**config.mk**
```make
export PLATFORM = sky130hd
export DESIGN_NAME = rlst_ctrl
export DESIGN_NICKNAME = d
export VERILOG_FILES = /design/src/design/rlst_pkg.sv /design/src/design/rlst_ctrl.sv
export SDC_FILE = /design/constraint.sdc
export NUM_CORES = 1
export LEC_CHECK = 0
export ABC_AREA = 1
export BUFFER_PORTS_ARGS = -buffer_cell sky130_fd_sc_hd__buf_4
export CAP_MARGIN = 20
export CORE_AREA = 2 2 39 41
export DETAILED_ROUTE_END_ITERATION = 12
export DIE_AREA = 0 0 41 43
export PLACE_DENSITY = 0.66
export SLEW_MARGIN = 20
export SYNTH_ARGS = -nofsm -noshare
export SYNTH_HDL_FRONTEND = slang
export SYNTH_SLANG_ARGS = --single-unit
```
**constraint.sdc**
```tcl
create_clock -name aclk -period 1.75 [get_ports aclk]
set_input_delay 0.4375 -clock aclk [delete_from_list [all_inputs] [get_ports aclk]]
set_output_delay 0.4375 -clock aclk [all_outputs]
set_load 0.05 [all_outputs]
```
**src/design/rlst_pkg.sv**
```systemverilog
package rlst_pkg;

    localparam int MaxItems  = 1024;
    localparam int LeafBits  = 10;
    localparam int NodeBits  = LeafBits + 1;
    localparam int LenBits   = 11;
    localparam int LcmBits   = 63;
    localparam logic [LcmBits-1:0] LcmSat = {LcmBits{1'b1}};
    localparam logic [LcmBits-1:0] LcmOne = {{(LcmBits-1){1'b0}}, 1'b1};
    localparam logic [LenBits-1:0] LenReset = LenBits'(MaxItems);

    typedef enum logic [3:0] {
        ST_CLEAR,
        ST_IDLE,
        ST_UPD_WRITE,
        ST_UPD_READ,
        ST_UPD_WAIT,
        ST_UPD_COMB,
        ST_Q_STEP,
        ST_Q_READ,
        ST_Q_WAIT,
        ST_Q_COMB,
        ST_OUT
    } rlst_state_t;

    typedef enum logic [2:0] {
        C_IDLE,
        C_GCD,
        C_DIV,
        C_MUL,
        C_FIN,
        C_DONE
    } rlst_comb_state_t;

    typedef enum logic [2:0] {
        OP_NONE,
        OP_CLEAR,
        OP_LOAD,
        OP_UPD_LEAF,
        OP_UPD_READ,
        OP_UPD_COMB,
        OP_Q_READ,
        OP_Q_COMB
    } rlst_op_t;

    typedef struct packed {
        rlst_op_t op;
        logic     start;
    } rlst_cmd_t;

    typedef struct packed {
        logic clear_done;
        logic is_query;
        logic upd_skip;
        logic upd_at_root;
        logic q_empty;
        logic q_done;
        logic q_pick;
        logic comb_done;
    } rlst_stat_t;

endpackage

```
**src/design/rlst_ctrl.sv**
```systemverilog
module rlst_ctrl (
    input  logic                  aclk,
    input  logic                  aresetn,
    input  logic                  in_valid,
    output logic                  in_ready,
    output logic                  out_valid,
    input  logic                  out_ready,
    output logic                  cfg_ready,
    output rlst_pkg::rlst_cmd_t   cmd,
    input  rlst_pkg::rlst_stat_t  stat
);
    rlst_pkg::rlst_state_t st_reg, st_next;

    always_ff @(posedge aclk) begin
        if (!aresetn) st_reg <= rlst_pkg::ST_CLEAR;
        else st_reg <= st_next;
    end

    always_comb begin
        st_next = st_reg;
        unique case (st_reg)
            rlst_pkg::ST_CLEAR: if (stat.clear_done) st_next = rlst_pkg::ST_IDLE;
            rlst_pkg::ST_IDLE: begin
                if (in_valid) begin
                    if (stat.is_query)
                        st_next = stat.q_empty ? rlst_pkg::ST_OUT : rlst_pkg::ST_Q_STEP;
                    else if (!stat.upd_skip) st_next = rlst_pkg::ST_UPD_WRITE;
                end
            end
            rlst_pkg::ST_UPD_WRITE: st_next = rlst_pkg::ST_UPD_READ;
            rlst_pkg::ST_UPD_READ:  st_next = rlst_pkg::ST_UPD_WAIT;
            rlst_pkg::ST_UPD_WAIT:  st_next = rlst_pkg::ST_UPD_COMB;
            rlst_pkg::ST_UPD_COMB: if (stat.comb_done)
                st_next = stat.upd_at_root ? rlst_pkg::ST_IDLE : rlst_pkg::ST_UPD_READ;
            rlst_pkg::ST_Q_STEP: begin
                if (stat.q_done) st_next = rlst_pkg::ST_OUT;
                else if (stat.q_pick) st_next = rlst_pkg::ST_Q_READ;
            end
            rlst_pkg::ST_Q_READ: st_next = rlst_pkg::ST_Q_WAIT;
            rlst_pkg::ST_Q_WAIT: st_next = rlst_pkg::ST_Q_COMB;
            rlst_pkg::ST_Q_COMB: if (stat.comb_done) st_next = rlst_pkg::ST_Q_STEP;
            rlst_pkg::ST_OUT: if (out_ready) st_next = rlst_pkg::ST_IDLE;
            default: st_next = rlst_pkg::ST_IDLE;
        endcase
    end

    always_comb begin
        cmd.op = rlst_pkg::OP_NONE;
        cmd.start = 1'b0;
        in_ready = 1'b0; out_valid = 1'b0; cfg_ready = 1'b0;
        unique case (st_reg)
            rlst_pkg::ST_CLEAR: cmd.op = rlst_pkg::OP_CLEAR;
            rlst_pkg::ST_IDLE: begin
                in_ready = 1'b1; cfg_ready = !in_valid;
                if (in_valid) cmd.op = rlst_pkg::OP_LOAD;
            end
            rlst_pkg::ST_UPD_WRITE: cmd.op = rlst_pkg::OP_UPD_LEAF;
            rlst_pkg::ST_UPD_READ:  cmd.op = rlst_pkg::OP_UPD_READ;
            rlst_pkg::ST_UPD_WAIT:  begin cmd.op = rlst_pkg::OP_UPD_COMB; cmd.start = 1'b1; end
            rlst_pkg::ST_UPD_COMB:  cmd.op = rlst_pkg::OP_UPD_COMB;
            rlst_pkg::ST_Q_STEP:    cmd.start = !stat.q_done;
            rlst_pkg::ST_Q_READ:    cmd.op = rlst_pkg::OP_Q_READ;
            rlst_pkg::ST_Q_WAIT:    begin cmd.op = rlst_pkg::OP_Q_COMB; cmd.start = 1'b1; end
            rlst_pkg::ST_Q_COMB:    cmd.op = rlst_pkg::OP_Q_COMB;
            rlst_pkg::ST_OUT:       out_valid = 1'b1;
            default: ;
        endcase
    end

`ifndef SYNTHESIS
    a_no_in_busy: assert property (@(posedge aclk) disable iff (!aresetn)
        (st_reg != rlst_pkg::ST_IDLE) |-> !in_ready) else $error("ready while busy");
    a_out_hold: assert property (@(posedge aclk) disable iff (!aresetn)
        (out_valid && !out_ready) |=> out_valid) else $error("result dropped");
    a_cfg_idle: assert property (@(posedge aclk) disable iff (!aresetn)
        cfg_ready |-> (st_reg == rlst_pkg::ST_IDLE)) else $error("cfg while busy");
`endif
endmodule

```
==> metrics <==
Max-Slew Margin vs Limit=80.10%; commonest non-fill, non-tap cell in the layout=nand2_1; Antenna diodes=0; placed cell areas=729.5 um2; Fillers=143; row count=14; routability congestion estimate=0.8065; Worst Max-Slew Pin Slew=296.3 ps; Netlist Area Pre-Place=539.3 um2; remaining global-route overflow=0; Placed Instances=136; Syn Nets=111; # nets final=146; TritonCTS clock tree=built; core box area=0.001384 mm2; Power Density=1837 mW/mm2; initial DRC count=8; ratio of cells with drive above 1 in the final layout=47.73%; Fmax=581.7 MHz; Final Hold Vio Count=0; Clock Latency Late Sink=240 ps; Mapped Cells=99; worst path required time=1310 ps; final non-filler cell total=148; Ys Warns=0; final worst slack=30.79 ps; RSZ-0062 raised after global routing=true; clock root buffer master=clkbuf_4; Leak=0.4767 nW; Min-Delay Path Class=input pin to flip-flop; drt drc=0; DR vias/cell=4.932; syn_area_per_cell=5.447 um2; first-pass GRT wire length=2297 um; post-route cell area=894.6 um2; CP Launch Type=flip-flop; largest net degree at the start of global routing=8; storage element area=92.59 um2; Final Max Slew Viols=0; type of the worst setup path=flip-flop to primary output; Routed WL=1742 um; commonest cells after routing, fill and taps aside=nand2_1 (30), buf_4 (26), nor2_1 (14); CTS clock-pin slew for the worst setup and hold paths=40 ps; Clock Sink Count=4; P&R area growth vs syn=65.89%; gr usage total=19.50%; total negative setup slack=0 ps; die footprint=0.001763 mm2; vias in the first global route=577; cts bufs inserted=3; I/O Buffers=18; initial antenna violation count=0; peak supply drop=1.175 mV; fin util=64.65%; crit end category=primary output; # IOs=19; Worst Skew=5.167 ps; status=complete, no violations; Clock Path Buffers=2; Detail Placement HPWL=1221 um; max FFs per register=4; wire length per cell=11.77 um; register area share after synthesis=14.85%; DR pass1 iterations=4; routed vias=730; Initial Util=38.97%; setup violators final=0; number of max-cap violations=0; dpl ws=110.7 ps; H-tree depth=1; Yosys reg bits=4; share of the clock period used by the worst path=98.24%; minimum clock period=1719 ps; Die X-Extent=41 um; Crit path arrival time=1280 ps; Multi-input gate area=465.4 um2; Worst Path Max Fanout=6; post-route ant nets=0; Vert. Die Dim=43 um; synth unique cells=15
==> routing by layer <==
metal	routed length (um)	GRT usage, %
met2	909	30.00
met3	75	4.712
met4	29	10.00
met5	0	0
met1	727	23.87
==> worst paths after layout <==
check / from / endpoint / slack, ps / cells after the start
setup / recovery: st_reg[1] / cmd[1] / 30 / 7
hold / removal: aresetn / st_reg[0] / 440 / 3
setup reg to reg: st_reg[2] / st_reg[0] / 250 / 11
hold reg to reg: st_reg[3] / st_reg[3] / 570 / 2
==> cell type report <==
type                       instances  share of cell area (%)
multi-input combinational         84                   52.03
timing repair buffer              30                   27.69
inverter                          11                   5.175
tap                               16                   2.238
sequential                         4                   10.35
clock buffer                       3                   2.517
==> cells in the mapped netlist <==
| cell | instances | area share [%] |
|---|---|---|
| dfxtp_1 | 4 | 15 |
| nor2_2 | 5 | 5.8 |
| nor3_1 | 2 | 1.9 |
| o211ai_1 | 1 | 1.4 |
| inv_2 | 4 | 2.8 |
| nand2_1 | 32 | 22 |
| nand3_1 | 10 | 9.3 |
| o21ai_0 | 2 | 1.9 |
| nand2_2 | 2 | 2.3 |
| inv_1 | 7 | 4.9 |
| nand3b_1 | 7 | 9.7 |
| nor3_4 | 1 | 3.0 |
| nor2_1 | 18 | 13 |
| and2_1 | 1 | 1.2 |
| nor2_4 | 3 | 6.3 |
==> power by group <==
group / internal (mW) / leakage [nW] / switching [mW]
registers: 0.139 / 0.0353 / 0.0723
logic: 0.508 / 0.428 / 0.804
clock network: 0.0770 / 0.0138 / 0.0424
total: 0.725 / 0.477 / 0.919
==> through the flow <==
stage / total power [mW] / hold slack, ps
after floorplan: 0.9670 / 520.4
after global placement: 1.244 / 543.2
after detailed placement: 1.247 / 562.2
after CTS: 1.465 / 439.3
after global routing: 1.758 / 446.9
final: 1.643 / 439.3
==> cells by family (layout without fill, tap and decap cells) <==
group,after synthesis,in the layout,share of synthesized area (%)
AO/OA/AOI/OAI,3,3,3.249
flip-flops,4,4,14.85
buffers and inverters,11,44,7.657
AND/OR/NAND/NOR,81,81,74.25
==> repair_timing <==
action	4_1_cts	5_1_grt
cloned	0	0
endpoints found under the hold margin	0	0
pin swaps	2	8
setup buffers	3	6
hold buffers	0	0
endpoints found under the setup margin	6	5
resized for setup	7	19
==> worst max-delay path, cell delays in order (launching register included) <==
cell and delay [ps]:
dfxtp_4 390, inv_4 60, nor2_4 130, inv_2 70
nor2_4 110, nor2_2 50, nand3_2 90, buf_8 150
Power figures use the tool's default switching activity.
